## src/sv/i2cseq_pkg.sv

```systemverilog
// Shared types, codes and helpers for the I2C master transaction sequencer.
`default_nettype none

package i2cseq_pkg;

  localparam int unsigned QUEUE_SLOTS_DEF = 3;

  localparam logic [7:0] ADDR_WR_MASK = 8'hFE;
  localparam logic [7:0] ADDR_RD_BIT  = 8'h01;

  typedef enum logic [1:0] {
    CMD_WRITE = 2'd0,
    CMD_READ  = 2'd1,
    CMD_PROBE = 2'd2,
    CMD_EVENT = 2'd3
  } cmd_e;

  typedef enum logic [3:0] {
    ACT_REPLY    = 4'd0,
    ACT_START    = 4'd1,
    ACT_ADDR     = 4'd2,
    ACT_SEND     = 4'd3,
    ACT_RCEN     = 4'd4,
    ACT_STORE    = 4'd5,
    ACT_ACK      = 4'd6,
    ACT_STOP     = 4'd7,
    ACT_DONE     = 4'd8,
    ACT_BUSRESET = 4'd9
  } action_e;

  typedef enum logic [3:0] {
    PH_IDLE       = 4'd0,
    PH_SEND_ADDR  = 4'd1,
    PH_CMD_DATA   = 4'd2,
    PH_WRITE_DATA = 4'd3,
    PH_STOP       = 4'd4,
    PH_DONE       = 4'd5,
    PH_READ_START = 4'd6,
    PH_READ_ADDR  = 4'd7,
    PH_RECEN      = 4'd8,
    PH_RECSTORE   = 4'd9,
    PH_REREC      = 4'd10
  } phase_e;

  typedef enum logic [2:0] {
    SQ_IDLE,
    SQ_DECODE,
    SQ_FREE_WAIT,
    SQ_PEND_WAIT,
    SQ_EMIT
  } seq_e;

  typedef struct packed {
    cmd_e        cmd;
    logic [7:0]  address_byte;
    logic [7:0]  command_len;
    logic [15:0] payload_len;
    logic [7:0]  request_tag;
    logic        nack_seen;
    logic [7:0]  received_byte;
    logic        port_fault;
  } in_t;

  typedef struct packed {
    action_e     action;
    logic [7:0]  data_byte;
    logic        buffer_select;
    logic [15:0] byte_index;
    logic        ack_bit;
    logic [7:0]  tag;
    logic        flag;
    logic        last;
  } out_t;

  typedef struct packed {
    logic        is_read;
    logic [7:0]  address;
    logic [7:0]  cmd_len;
    logic [15:0] size;
    logic [7:0]  tag;
  } slot_t;

  // control from the sequencer to the slot queue
  typedef struct packed {
    logic scan;
    logic want_free;
    logic write;
    logic take;
    logic clear;
  } sq_ctrl_t;

  typedef struct packed {
    logic done;
    logic found;
  } sq_stat_t;

  function automatic out_t mk_res(action_e act, logic [7:0] data, logic sel,
                                  logic [15:0] idx, logic ack, logic [7:0] tag,
                                  logic flag);
    out_t r;
    r.action        = act;
    r.data_byte     = data;
    r.buffer_select = sel;
    r.byte_index    = idx;
    r.ack_bit       = ack;
    r.tag           = tag;
    r.flag          = flag;
    r.last          = 1'b0;
    return r;
  endfunction

endpackage

`default_nettype wire

```

## src/sv/i2cseq_slots.sv

```systemverilog
// Request slot queue with a one-slot-per-cycle scan for the lowest free or pending slot.
`default_nettype none

module i2cseq_slots import i2cseq_pkg::*; #(
  parameter int unsigned QueueSlots = QUEUE_SLOTS_DEF
) (
  input  wire logic     clk_i,
  input  wire logic     rst_ni,
  input  wire sq_ctrl_t ctrl_i,
  input  wire slot_t    wdata_i,
  output sq_stat_t      stat_o,
  output slot_t         rdata_o
);

  localparam int unsigned IdxW = (QueueSlots > 1) ? $clog2(QueueSlots) : 1;
  localparam logic [IdxW-1:0] LastIdx = IdxW'(QueueSlots - 1);

  logic [QueueSlots-1:0] pend_q;
  slot_t                 slot_q [QueueSlots];
  logic [IdxW-1:0]       idx_q;
  logic                  scan_q;
  logic                  free_mode_q;
  logic                  hit;
  logic                  scan_end;

  assign hit      = free_mode_q ? !pend_q[idx_q] : pend_q[idx_q];
  assign scan_end = scan_q && (hit || (idx_q == LastIdx));

  assign stat_o.done  = scan_end;
  assign stat_o.found = scan_q && hit;
  assign rdata_o      = slot_q[idx_q];

  always_ff @(posedge clk_i or negedge rst_ni) begin
    if (!rst_ni) begin
      pend_q      <= '0;
      idx_q       <= '0;
      scan_q      <= 1'b0;
      free_mode_q <= 1'b0;
    end else begin
      if (ctrl_i.clear) begin
        pend_q <= '0;
      end else if (ctrl_i.write) begin
        pend_q[idx_q] <= 1'b1;
      end else if (ctrl_i.take) begin
        pend_q[idx_q] <= 1'b0;
      end
      if (ctrl_i.scan) begin
        scan_q      <= 1'b1;
        idx_q       <= '0;
        free_mode_q <= ctrl_i.want_free;
      end else if (scan_q) begin
        // hold the index on the hit so the slot can be read and updated
        if (scan_end) begin
          scan_q <= 1'b0;
        end else begin
          idx_q <= idx_q + IdxW'(1);
        end
      end
    end
  end

  always_ff @(posedge clk_i) begin
    if (ctrl_i.write) begin
      slot_q[idx_q] <= wdata_i;
    end
  end

endmodule

`default_nettype wire

```

## src/sv/i2c_master_transaction_sequencer_unit.sv

```systemverilog
// Top level of the I2C master transaction sequencer: command decode, transfer phases, results.
`default_nettype none

// An item is taken when start_i is high and busy_o is low; busy_o then stays high until the
// item's last result has been loaded into the output register. Results leave one per cycle on
// result_o, each marked by a one-cycle result_valid_o, and cannot be held off. A bus event
// that finishes a transfer, and every enqueue, add a scan of the request slots that visits
// one slot a cycle (an enqueue that finds a free slot scans twice: for a free slot, then for
// the lowest-numbered pending one). There is no clearing pass: slot valid bits clear at reset.
module i2c_master_transaction_sequencer_unit import i2cseq_pkg::*; #(
  parameter int unsigned QUEUE_SLOTS = QUEUE_SLOTS_DEF
) (
  input  wire logic clk_i,
  input  wire logic rst_ni,
  input  wire logic start_i,
  input  wire in_t  item_i,
  output logic      busy_o,
  output logic      result_valid_o,
  output out_t      result_o
);

  seq_e        state_q, state_d;
  in_t         req_q, req_d;
  phase_e      phase_q, phase_d;
  logic        port_busy_q, port_busy_d;
  logic [15:0] bc_q, bc_d;
  logic [7:0]  act_addr_q, act_addr_d;
  logic [7:0]  act_clen_q, act_clen_d;
  logic [15:0] act_wlen_q, act_wlen_d;
  logic [15:0] act_rlen_q, act_rlen_d;
  logic [7:0]  act_tag_q, act_tag_d;
  out_t        res_q [3];
  logic [1:0]  res_cnt_q, res_cnt_d;
  logic [1:0]  emit_idx_q, emit_idx_d;
  out_t        out_q, out_d;
  logic        out_valid_q, out_valid_d;

  logic [1:0]  push_n;
  out_t        push_a, push_b;
  sq_ctrl_t    sq_ctrl;
  sq_stat_t    sq_stat;
  slot_t       sq_wdata;
  slot_t       sq_rdata;
  logic [15:0] bc_inc;
  logic        started;
  logic        accept;
  logic        emit_last;

  i2cseq_slots #(
    .QueueSlots(QUEUE_SLOTS)
  ) u_slots (
    .clk_i  (clk_i),
    .rst_ni (rst_ni),
    .ctrl_i (sq_ctrl),
    .wdata_i(sq_wdata),
    .stat_o (sq_stat),
    .rdata_o(sq_rdata)
  );

  assign busy_o         = (state_q != SQ_IDLE);
  assign accept         = start_i && !busy_o;
  assign result_valid_o = out_valid_q;
  assign result_o       = out_q;

  assign bc_inc    = bc_q + 16'd1;
  assign started   = sq_stat.found && !req_q.port_fault && !port_busy_q;
  assign emit_last = (emit_idx_q == (res_cnt_q - 2'd1));

  assign sq_wdata.is_read = (req_q.cmd == CMD_READ);
  assign sq_wdata.address = req_q.address_byte;
  assign sq_wdata.cmd_len = req_q.command_len;
  assign sq_wdata.size    = req_q.payload_len;
  assign sq_wdata.tag     = req_q.request_tag;

  // next state
  always_comb begin
    state_d = state_q;
    case (state_q)
      SQ_IDLE: begin
        if (start_i) begin
          state_d = SQ_DECODE;
        end
      end
      SQ_DECODE: begin
        case (req_q.cmd)
          CMD_WRITE, CMD_READ: state_d = SQ_FREE_WAIT;
          CMD_PROBE:           state_d = SQ_EMIT;
          default: begin
            state_d = (phase_q == PH_DONE) ? SQ_PEND_WAIT : SQ_EMIT;
          end
        endcase
      end
      SQ_FREE_WAIT: begin
        if (sq_stat.done) begin
          state_d = sq_stat.found ? SQ_PEND_WAIT : SQ_EMIT;
        end
      end
      SQ_PEND_WAIT: begin
        if (sq_stat.done) begin
          state_d = SQ_EMIT;
        end
      end
      SQ_EMIT: begin
        if ((res_cnt_q == 2'd0) || emit_last) begin
          state_d = SQ_IDLE;
        end
      end
      default: state_d = SQ_IDLE;
    endcase
  end

  // datapath and results
  always_comb begin
    req_d       = req_q;
    phase_d     = phase_q;
    port_busy_d = port_busy_q;
    bc_d        = bc_q;
    act_addr_d  = act_addr_q;
    act_clen_d  = act_clen_q;
    act_wlen_d  = act_wlen_q;
    act_rlen_d  = act_rlen_q;
    act_tag_d   = act_tag_q;
    res_cnt_d   = res_cnt_q;
    emit_idx_d  = emit_idx_q;
    out_d       = out_q;
    out_valid_d = 1'b0;
    push_n      = 2'd0;
    push_a      = '0;
    push_b      = '0;
    sq_ctrl     = '0;

    case (state_q)
      SQ_IDLE: begin
        if (accept) begin
          req_d      = item_i;
          res_cnt_d  = 2'd0;
          emit_idx_d = 2'd0;
        end
      end

      SQ_DECODE: begin
        case (req_q.cmd)
          CMD_WRITE, CMD_READ: begin
            sq_ctrl.scan      = 1'b1;
            sq_ctrl.want_free = 1'b1;
          end
          CMD_PROBE: begin
            push_a = mk_res(ACT_REPLY, 8'd0, 1'b0, 16'd0, 1'b0, req_q.request_tag,
                            !req_q.port_fault && !port_busy_q);
            push_n = 2'd1;
            if (!req_q.port_fault && !port_busy_q) begin
              port_busy_d = 1'b1;
              act_tag_d   = req_q.request_tag;
              act_clen_d  = 8'd0;
              act_addr_d  = req_q.address_byte;
              act_wlen_d  = 16'd0;
              act_rlen_d  = 16'd0;
              bc_d        = 16'd0;
              phase_d     = PH_SEND_ADDR;
              push_b = mk_res(ACT_START, 8'd0, 1'b0, 16'd0, 1'b0, req_q.request_tag, 1'b0);
              push_n = 2'd2;
            end
          end
          default: begin
            case (phase_q)
              PH_SEND_ADDR: begin
                push_a  = mk_res(ACT_ADDR, act_addr_q & ADDR_WR_MASK, 1'b0, 16'd0, 1'b0,
                                 act_tag_q, 1'b0);
                push_n  = 2'd1;
                phase_d = PH_CMD_DATA;
              end
              PH_CMD_DATA, PH_WRITE_DATA: begin
                if (req_q.nack_seen) begin
                  push_a      = mk_res(ACT_STOP, 8'd0, 1'b0, 16'd0, 1'b0, act_tag_q, 1'b0);
                  push_b      = mk_res(ACT_DONE, 8'd0, 1'b0, 16'd0, 1'b0, act_tag_q, 1'b0);
                  push_n      = 2'd2;
                  phase_d     = PH_IDLE;
                  port_busy_d = 1'b0;
                end else if (phase_q == PH_CMD_DATA) begin
                  if (act_clen_q == 8'd0) begin
                    push_a  = mk_res(ACT_STOP, 8'd0, 1'b0, 16'd0, 1'b0, act_tag_q, 1'b0);
                    push_n  = 2'd1;
                    phase_d = PH_DONE;
                  end else begin
                    push_a = mk_res(ACT_SEND, 8'd0, 1'b0, bc_q, 1'b0, act_tag_q, 1'b0);
                    push_n = 2'd1;
                    bc_d   = bc_inc;
                    if (bc_inc >= {8'd0, act_clen_q}) begin
                      bc_d    = 16'd0;
                      phase_d = (act_rlen_q != 16'd0) ? PH_READ_START : PH_WRITE_DATA;
                    end
                  end
                end else begin
                  if (act_wlen_q == 16'd0) begin
                    push_a  = mk_res(ACT_STOP, 8'd0, 1'b0, 16'd0, 1'b0, act_tag_q, 1'b0);
                    push_n  = 2'd1;
                    phase_d = PH_DONE;
                  end else begin
                    push_a = mk_res(ACT_SEND, 8'd0, 1'b1, bc_q, 1'b0, act_tag_q, 1'b0);
                    push_n = 2'd1;
                    bc_d   = bc_inc;
                    if (bc_inc >= act_wlen_q) begin
                      phase_d = (act_rlen_q == 16'd0) ? PH_STOP : PH_READ_START;
                    end
                  end
                end
              end
              PH_STOP: begin
                push_a  = mk_res(ACT_STOP, 8'd0, 1'b0, 16'd0, 1'b0, act_tag_q, 1'b0);
                push_n  = 2'd1;
                phase_d = PH_DONE;
              end
              PH_DONE: begin
                // report success, then look for the lowest-numbered pending request
                push_a            = mk_res(ACT_DONE, 8'd0, 1'b0, 16'd0, 1'b0, act_tag_q, 1'b1);
                push_n            = 2'd1;
                port_busy_d       = 1'b0;
                phase_d           = PH_IDLE;
                sq_ctrl.scan      = 1'b1;
                sq_ctrl.want_free = 1'b0;
              end
              PH_READ_START: begin
                bc_d    = 16'd0;
                push_a  = mk_res(ACT_START, 8'd0, 1'b0, 16'd0, 1'b0, act_tag_q, 1'b0);
                push_n  = 2'd1;
                phase_d = PH_READ_ADDR;
              end
              PH_READ_ADDR: begin
                push_a  = mk_res(ACT_ADDR, act_addr_q | ADDR_RD_BIT, 1'b0, 16'd0, 1'b0,
                                 act_tag_q, 1'b0);
                push_n  = 2'd1;
                phase_d = PH_RECEN;
              end
              PH_RECEN: begin
                if (req_q.nack_seen) begin
                  push_a      = mk_res(ACT_STOP, 8'd0, 1'b0, 16'd0, 1'b0, act_tag_q, 1'b0);
                  push_b      = mk_res(ACT_DONE, 8'd0, 1'b0, 16'd0, 1'b0, act_tag_q, 1'b0);
                  push_n      = 2'd2;
                  phase_d     = PH_IDLE;
                  port_busy_d = 1'b0;
                end else begin
                  push_a  = mk_res(ACT_RCEN, 8'd0, 1'b0, 16'd0, 1'b0, act_tag_q, 1'b0);
                  push_n  = 2'd1;
                  phase_d = PH_RECSTORE;
                end
              end
              PH_RECSTORE: begin
                push_a = mk_res(ACT_STORE, req_q.received_byte, 1'b0, bc_q, 1'b0,
                                act_tag_q, 1'b0);
                push_b = mk_res(ACT_ACK, 8'd0, 1'b0, 16'd0, bc_inc >= act_rlen_q,
                                act_tag_q, 1'b0);
                push_n  = 2'd2;
                bc_d    = bc_inc;
                phase_d = (bc_inc >= act_rlen_q) ? PH_STOP : PH_REREC;
              end
              PH_REREC: begin
                push_a  = mk_res(ACT_RCEN, 8'd0, 1'b0, 16'd0, 1'b0, act_tag_q, 1'b0);
                push_n  = 2'd1;
                phase_d = PH_RECSTORE;
              end
              default: phase_d = PH_IDLE;
            endcase
          end
        endcase
      end

      SQ_FREE_WAIT: begin
        if (sq_stat.done) begin
          if (sq_stat.found) begin
            sq_ctrl.write     = 1'b1;
            sq_ctrl.scan      = 1'b1;
            sq_ctrl.want_free = 1'b0;
          end else begin
            // queue full: drop the request and reset the bus
            sq_ctrl.clear = 1'b1;
            phase_d       = PH_IDLE;
            port_busy_d   = 1'b0;
            push_a = mk_res(ACT_BUSRESET, 8'd0, 1'b0, 16'd0, 1'b0, req_q.request_tag, 1'b0);
            push_b = mk_res(ACT_REPLY, 8'd0, 1'b0, 16'd0, 1'b0, req_q.request_tag, 1'b0);
            push_n = 2'd2;
          end
        end
      end

      SQ_PEND_WAIT: begin
        if (sq_stat.done) begin
          if (started) begin
            sq_ctrl.take = 1'b1;
            port_busy_d  = 1'b1;
            act_tag_d    = sq_rdata.tag;
            act_clen_d   = sq_rdata.cmd_len;
            act_addr_d   = sq_rdata.address;
            act_wlen_d   = sq_rdata.is_read ? 16'd0 : sq_rdata.size;
            act_rlen_d   = sq_rdata.is_read ? sq_rdata.size : 16'd0;
            bc_d         = 16'd0;
            phase_d      = PH_SEND_ADDR;
          end
          if (req_q.cmd == CMD_EVENT) begin
            push_a = mk_res(ACT_START, 8'd0, 1'b0, 16'd0, 1'b0, sq_rdata.tag, 1'b0);
            push_n = started ? 2'd1 : 2'd0;
          end else begin
            push_a = mk_res(ACT_REPLY, 8'd0, 1'b0, 16'd0, 1'b0, req_q.request_tag, started);
            push_b = mk_res(ACT_START, 8'd0, 1'b0, 16'd0, 1'b0, sq_rdata.tag, 1'b0);
            push_n = started ? 2'd2 : 2'd1;
          end
        end
      end

      SQ_EMIT: begin
        if (res_cnt_q != 2'd0) begin
          out_d       = res_q[emit_idx_q];
          out_d.last  = emit_last;
          out_valid_d = 1'b1;
          emit_idx_d  = emit_idx_q + 2'd1;
        end
      end

      default: ;
    endcase

    res_cnt_d = res_cnt_d + push_n;
  end

  always_ff @(posedge clk_i or negedge rst_ni) begin
    if (!rst_ni) begin
      state_q     <= SQ_IDLE;
      phase_q     <= PH_IDLE;
      port_busy_q <= 1'b0;
      bc_q        <= 16'd0;
      act_addr_q  <= 8'd0;
      act_clen_q  <= 8'd0;
      act_wlen_q  <= 16'd0;
      act_rlen_q  <= 16'd0;
      act_tag_q   <= 8'd0;
      res_cnt_q   <= 2'd0;
      emit_idx_q  <= 2'd0;
      out_valid_q <= 1'b0;
    end else begin
      state_q     <= state_d;
      phase_q     <= phase_d;
      port_busy_q <= port_busy_d;
      bc_q        <= bc_d;
      act_addr_q  <= act_addr_d;
      act_clen_q  <= act_clen_d;
      act_wlen_q  <= act_wlen_d;
      act_rlen_q  <= act_rlen_d;
      act_tag_q   <= act_tag_d;
      res_cnt_q   <= res_cnt_d;
      emit_idx_q  <= emit_idx_d;
      out_valid_q <= out_valid_d;
    end
  end

  always_ff @(posedge clk_i) begin
    req_q <= req_d;
    out_q <= out_d;
    if (push_n != 2'd0) begin
      res_q[res_cnt_q] <= push_a;
    end
    if (push_n == 2'd2) begin
      res_q[res_cnt_q + 2'd1] <= push_b;
    end
  end

endmodule

`default_nettype wire

```

## config.mk

```make
export PLATFORM = sky130hd
export DESIGN_NAME = i2c_master_transaction_sequencer_unit
export DESIGN_NICKNAME = d
export VERILOG_FILES = /design/src/sv/i2cseq_pkg.sv /design/src/sv/i2cseq_slots.sv /design/src/sv/i2c_master_transaction_sequencer_unit.sv
export SDC_FILE = /design/constraint.sdc
export NUM_CORES = 1
export LEC_CHECK = 0
export ABC_AREA = 0
export BUFFER_PORTS_ARGS = -buffer_cell sky130_fd_sc_hd__buf_4
export CORE_MARGIN = 2
export CORE_UTILIZATION = 45
export DETAILED_ROUTE_END_ITERATION = 6
export PLACE_DENSITY_LB_ADDON = 0.12
export SLEW_MARGIN = 40
export SYNTH_ARGS = -nofsm -noshare
export SYNTH_HDL_FRONTEND = slang
export SYNTH_SLANG_ARGS = --single-unit
```

## constraint.sdc

```tcl
create_clock -name clk_i -period 5.6 [get_ports clk_i]
set_input_delay 0.28 -clock clk_i [delete_from_list [all_inputs] [get_ports clk_i]]
set_output_delay 0.28 -clock clk_i [all_outputs]
set_load 0.01 [all_outputs]
```

==> metrics.md, run 1 <==
| Metric | Value |
|---|---|
| Status | `completed` |
| Lkg Pwr | `0.008046 uW` |
| CTS resizes | `0` |
| Placed cell area | `19860 um2` |
| Final Hold Fails | `0` |
| FF/Latch Area | `11350 um2` |
| R2R depth | `13` |
| Seq cells post-synth | `~420` |
| Pin count of the biggest net entering global routing | `84` |
| Critical path arrival | `between 4 and 5 ns` |
| Max Cap Violations | `0` |
| Netlist cell types | `80` |
| First-pass GRT wire length | `68700 um` |
| Setup-failing EPs final | `0` |
| Pre-CTS WS | `around 1.7 ns` |
| Synth area leaders | `edfxtp_1 (40%), dfrtp_1 (12%), dfxtp_1 (8.3%)` |
| CTS H-tree depth | `2` |
| Clock Tree Buf Depth | `3` |
| CP required | `5.99 ns` |
| # clock sinks | `about 420` |
| Fillers | `3574` |
| Antenna violations before repair | `0` |
| Reg2reg end | `res_q[2][10]` |
| Syn Nets | `1695` |
| RePlAce Congestion | `0.8961` |
| Clock Pin Slew Worst Setup and Hold Paths | `around 0.06 ns` |
| Vias in the first global route | `12378` |
| Startpoint Class | `flip-flop` |
| Post-CTS Repair Setup Buffers | `0` |
| Final nets | `approximately 1800` |
| Relative slew slack | `41.49%` |
| Launch point of the worst reg-to-reg path | `bc_q[0]` |
| Power per Cell Area | `about 420 nW/um2` |
| Die area | `43360 um2` |
| Crit path kind | `flip-flop to flip-flop` |
| Site Rows | `74` |
| Crit path capture type | `flip-flop` |
| I/O Buffers | `95` |
| Final setup margin | `1.602 ns` |
| Total Negative Setup Slacks | `0 ns` |
| Share of post-route cells with drive strength above 1 | `about an eighth` |
| CTS Buf Count | `44` |
| Average cell area after synthesis | `11.80 um2` |
| Synth Flop Type | `edfxtp_1` |
| Final wirelength | `42350 um` |
| Drc violations | `0` |
| Cts hold-fix bufs | `52` |
| Via count | `12640` |
| Multi-input gate area | `~6800 um2` |
| Final ANT Viol Nets | `0` |
| Final period utilization | `71.39%` |
| Synth warn | `0` |
| Hold Path Class | `input port to async pin` |
| Starting Density | `a little under half` |
| Dominant cell type by area after synthesis | `edfxtp_1` |
| Routed wire per std cell | `around 19 um` |
| Area Growth Syn to Fin | `15.94%` |
| Clock Root Buffer | `clkbuf_16` |
| Post-synth top area share | `39.99%` |
| Final min period | `around 4 ns` |
| TritonRoute pass-1 iters | `5` |
| Sequential cell area fraction in the yosys report | `60.45%` |
| Fmax | `250.1 MHz` |
| Worst-Margin Slew | `just under 0.9 ns` |
| Gr ovfl total | `0` |
| Final Cell Area | `21760 um2` |
| Number of vias per cell | `5.588` |
| Post-DP HPWL | `27960 um` |
| Finished Core Util | `a little over half` |
| Clk_lat worst skew | `between 0.5 and 0.6 ns` |
| DIE HEIGHT | `208.2 um` |
| Gr usage total | `19.90%` |
| Hold WS | `0.09533 ns` |
| Final Slew Violations | `0` |
| Total I/O pin count | `a little under 100` |
| ANT cells | `0` |
| Die Wd | `208.2 um` |
| VDD IR max | `0.2461 mV` |
| Ys async rst share | `between 20% and 30%` |
| CP Max Fanout | `14` |
| FF-to-FF setup slack | `1.60 ns` |
| EDFF count, synth | `250` |
| RSZ-0062 raised after global routing | `false` |
| Setup Skew | `0.01788 ns` |
| Core area | `between 40000 and 50000 um2` |
| Iter 0 DRT Violations | `a little under 1000` |
| CTS tree | `built` |
| Synthesized area | `18770 um2` |
| Post-Syn Instances | `1591` |
==> power breakdown <==
part | total (uW) | switching (uW) | internal, uW
Combinational | 2450 | 1570 | 880
Sequential | 4050 | 351 | 3700
Clock | 2720 | 1170 | 1550
==> final cells by class <==
cell class,count,area share [%]
well taps,532,3.059
flip-flops and latches,419,52.16
multi-input cells,1010,31.26
repair buffers,161,6.273
clock inverters,23,0.7359
clock buffers,58,5.485
inverters,59,1.029
==> registers in the layout (all words and copies together) (netlist names), 4 cells and up <==
register        flops
req_q              51
phase_q             4
act_addr_q          7
res_q             117
act_wlen_q         16
u_slots.slot_q    120
act_tag_q           8
act_rlen_q         16
bc_q               16
result_o           40
act_clen_q          8
==> cells by family (layout without fill, tap and decap cells) <==
family          Yosys count  count (layout)  share of synthesized area (%)
buf+inv                 162             301                          3.533
fa+ha+maj                49              49                          3.266
mux                      88              88                          4.726
simple gates            410             410                          10.26
compound gates          442             442                          16.72
flops                   419             419                          60.45
xor+xnor                 21              21                          1.053
==> cell usage in the layout, fill, tap and decap left out, types with 5 or more instances in the layout <==
cell / count
and2_1: 8
nand2_1: 166
and3_1: 7
a211oi_1: 9
clkbuf_1: 10
nor4_1: 15
o21ai_0: 74
o21ai_1: 23
a22o_1: 24
nor2b_1: 7
mux2i_1: 83
o31ai_1: 43
inv_1: 53
clkbuf_8: 5
a32o_1: 48
nor2_1: 99
o211ai_1: 10
o2bb2ai_1: 24
nand3_1: 21
clkbuf_16: 44
xnor2_1: 14
a22oi_1: 12
a21oi_1: 89
nand2b_1: 18
buf_4: 107
o22ai_1: 19
nand4_1: 14
dfrtp_1: 87
xor2_1: 6
ha_1: 49
clkinv_1: 9
clkinv_2: 7
edfxtp_1: 250
nor3_1: 15
dfxtp_1: 78
dlygate4sd3_1: 52
a21o_1: 20
o32ai_1: 8
==> worst max-delay path, cell delays in order (launching register included) <==
cell	delay (ns)
dfrtp_1	0.70
ha_1	0.40
nand2_1	0.15
nor4_1	0.39
xnor2_1	0.24
inv_1	0.12
ha_1	0.29
nand2_1	0.06
nor2_1	0.15
nand4_1	0.12
a211oi_1	0.41
nor2_1	0.17
or3_1	0.42
nor3_1	0.20
==> synthesized netlist by cell type, types with 4 or more instances <==
library cell,number
dfxtp_1,78
o21ai_0,74
buf_1,11
a221oi_1,4
buf_4,7
nand4_1,14
o211ai_1,10
inv_1,54
nor2b_1,7
clkbuf_1,64
o31ai_1,43
edfxtp_1,250
xnor2_1,14
a21o_1,20
nor3_1,17
nand2b_1,18
nor2_1,101
a22o_1,27
o22ai_1,19
a22oi_1,12
nor4_1,15
and3_1,10
ha_1,49
a32o_1,48
mux2i_1,83
nand3_1,21
o2bb2ai_1,24
or4_1,4
o21ai_1,23
a211oi_1,9
a21oi_1,89
o32ai_1,8
and2_1,8
xor2_1,6
dfrtp_1,91
and4_1,4
nand2_1,166
buf_2,21
or3_1,4
==> worst max-delay path by stage <==
stage	startpoint	end	slack, ns	cells past startpoint
after floorplan	u_slots.idx_q[0]	res_q[1][36]	1.71	15
after global placement	u_slots.idx_q[1]	res_q[0][18]	1.68	9
after detailed placement	bc_q[0]	res_q[2][10]	1.70	13
final	bc_q[0]	res_q[2][10]	1.60	13
after global routing	bc_q[0]	res_q[1][10]	1.26	13
after CTS	bc_q[0]	res_q[2][10]	1.66	13
==> metrics by stage <==
step                power, uW  std cells
global placement         6486       2128
finish                   9225       2262
CTS                      9308       2261
floorplan                5767       1591
detailed placement       6540       2128
global route             9755       2262
==> per-layer routing <==
metal  part of all wire, %  wire length, um  up-vias  GRT usage [%]
li1                      -                -     6198              -
met1                    48            20470     6074          28.82
met2                    45            19210      307          31.36
met3                   4.5             1893       61          3.019
met4                   1.8              776        0          5.234
met5                     0                0        -              0
No activity file was read; power rests on OpenSTA's default activity.
==> run 2, diff against run 1 <==
clock period = 3.3 ns   (was 5.6 ns; I/O delays follow)
==> metrics.md, run 2 (same netlist as run 1, synthesis figures left out) <==
| Metric | Value |
|---|---|
| Worst-Margin Slew | `0.7412 ns` |
| Relative slew slack | `50.13%` |
| # clock sinks | `419` |
| TritonRoute pass-1 iters | `5` |
| Crit path kind | `flip-flop to flip-flop` |
| VDD IR max | `0.4004 mV` |
| Final Hold Fails | `0` |
| CP Buf/Inv Count | `1` |
| GRT Max-Usage Layer | `met2` |
| ANT cells | `0` |
| Final min period | `about 3.2 ns` |
| Final ANT Viol Nets | `0` |
| Met3 Usage GRT | `between 2 and 3%` |
| Site Rows | `74` |
| Gr ovfl total | `0` |
| Setup-failing EPs final | `0` |
| Critical path arrival | `between 3 and 4 ns` |
| Most frequent cells in the layout | `edfxtp_1 (250), buf_4 (175), nand2_1 (166)` |
| Power per Cell Area | `716.7 nW/um2` |
| Number of vias per cell | `5.574` |
| CTS Buf Count | `44` |
| Startpoint Class | `flip-flop` |
| Routed wire per std cell | `18.71 um` |
| Area Growth Syn to Fin | `19.36%` |
| Clock power share | `29.0%` |
| CP Max Fanout | `6` |
| CTS tree | `built` |
| CP required | `3.74 ns` |
| CTS H-tree depth | `2` |
| Most common cell after layout, fill and taps aside | `edfxtp_1` |
| Final Slew Violations | `0` |
| Worst path slowest cell | `dfrtp_1` |
| Met1 usage | `29.06%` |
| Vias in the first global route | `approximately 13000` |
| Status | `completed` |
| Die Wd | `208.2 um` |
| Clock Root Buffer | `clkbuf_16` |
| Lkg Pwr | `approximately 0.0084 uW` |
| Die area | `43360 um2` |
| Starting Density | `~46%` |
| Max reg flops | `120` |
| Share of post-route cells with drive strength above 1 | `approximately 17%` |
| Sequential share of power | `a little over two fifths` |
| Largest Register | `u_slots.slot_q` |
| Psw | `around 5300 uW` |
| Sw Ratio | `approximately 33%` |
| Drc violations | `0` |
| Via count | `about 13000` |
| Max Cap Violations | `0` |
| Top cell family by delay on the critical path | `simple AND/OR/NAND/NOR gates` |
| Largest stage delay on the critical path | `0.45 ns` |
| Gr usage total | `just over 20%` |
| Iter 0 DRT Violations | `around 790` |
| Total Negative Setup Slacks | `0 ns` |
| Final nets | `1870` |
| DIE HEIGHT | `208.2 um` |
| Internal power consumption | `10740 uW` |
| Crit-path cells | `nand4_1, nor4_2, xnor2_1, inv_1, ha_1, and4_1, nand2_1, a211oi_1, nor4_1, a211o_1, mux2_1` |
| First-pass GRT wire length | `69220 um` |
| Final wirelength | `43640 um` |
| RSZ-0062 raised after global routing | `true` |
| Clock Tree Buf Depth | `3` |
| Pin count of the biggest net entering global routing | `96` |
| Total I/O pin count | `between 90 and 100` |
| Clk_lat worst skew | `0.57 ns` |
| RePlAce Congestion | `0.8554` |
| Fmax | `316.7 MHz` |
| Comb pwr share | `29.0%` |
| Clock Pin Slew Worst Setup and Hold Paths | `0.06 ns` |
| Crit path capture type | `flip-flop` |
| Hold Path Class | `input port to flip-flop` |
| Core area | `41020 um2` |
| Setup Skew | `0.01267 ns` |
| I/O Buffers | `95` |
| Antenna violations before repair | `0` |
| Final period utilization | `95.70%` |
| Met2 usage | `31.70%` |
| Hold WS | `0.1032 ns` |
| FF-to-FF setup slack | `0.14 ns` |
| Post-DP HPWL | `29100 um` |
| Regs by FF count | `u_slots.slot_q: 120 flops, res_q: 117 flops, req_q: 51 flops` |
-- run 2: cell count changes in the layout (fill, tap and decap cells not counted), sizes merged --
cell and change:
inv +1, clkinvlp -2, clkbuf -2, bufinv +1, buf +72
-- run 2: cell type report --
class	count	area, um2
Clock inverter	23	171.4
Timing Repair Buffer	232	1908
Sequential cell	419	11360
Fill cell	3582	18610
Inverter	59	224.0
Multi-Input combinational cell	1010	6899
Tap cell	532	665.6
Clock buffer	57	1181
-- run 2: per-stage QoR --
step	area, um2	total power (uW)	setup WS, ns	cells	util, %
finish	22410	16060	0.1420	2332	54.62
global route	22410	16920	-0.05524	2332	54.62
CTS	22230	16080	0.006656	2325	54.19
detailed placement	20350	11360	0.04673	2193	49.62
global placement	20340	11270	0.07853	2193	49.59
floorplan	18800	9810	0.01379	1591	-
-- run 2: routing by layer --
layer  part of all wire (%)  vias up
met5                      0        -
met2                     45      310
met3                    4.3       60
li1                       -     6336
met1                     49     6292
met4                    2.2        0
-- run 2: final timing paths --
| check | startpoint | cells after the start | to |
|---|---|---|---|
| worst min register to register | res_q[1][28] | 2 | res_q[1][28] |
| max in group asynchronous | rst_ni | 3 | act_wlen_q[4] |
| worst min-delay path | start_i | 4 | state_q[0] |
| worst max-delay path | bc_q[8] | 11 | phase_q[2] |
| min in group asynchronous | rst_ni | 2 | result_valid_o |
| worst max register to register | bc_q[8] | 11 | phase_q[2] |
-- run 2: power by group through the flow --
stage | clock network (uW) | logic (uW) | registers (uW)
after global placement | 0 | 4440 | 6830
final | 4650 | 4650 | 6760
after floorplan | 0 | 3160 | 6650
after detailed placement | 0 | 4500 | 6850
after global routing | 4970 | 5130 | 6830
after CTS | 4770 | 4570 | 6750
-- run 2: tightest hold or removal path, cell delays in order --
cell and delay, ns:
buf_4 0.12, o221ai_1 0.18, nand2_1 0.10, o31ai_1 0.06
-- run 2: what timing repair did --
action / 4_1_cts / 5_1_grt
endpoints found under the setup margin: 0 / 20
buffers inserted: 0 / 5
endpoints found under the hold margin: 115 / 0
resized for setup: 0 / 20
hold buffers: 52 / 0
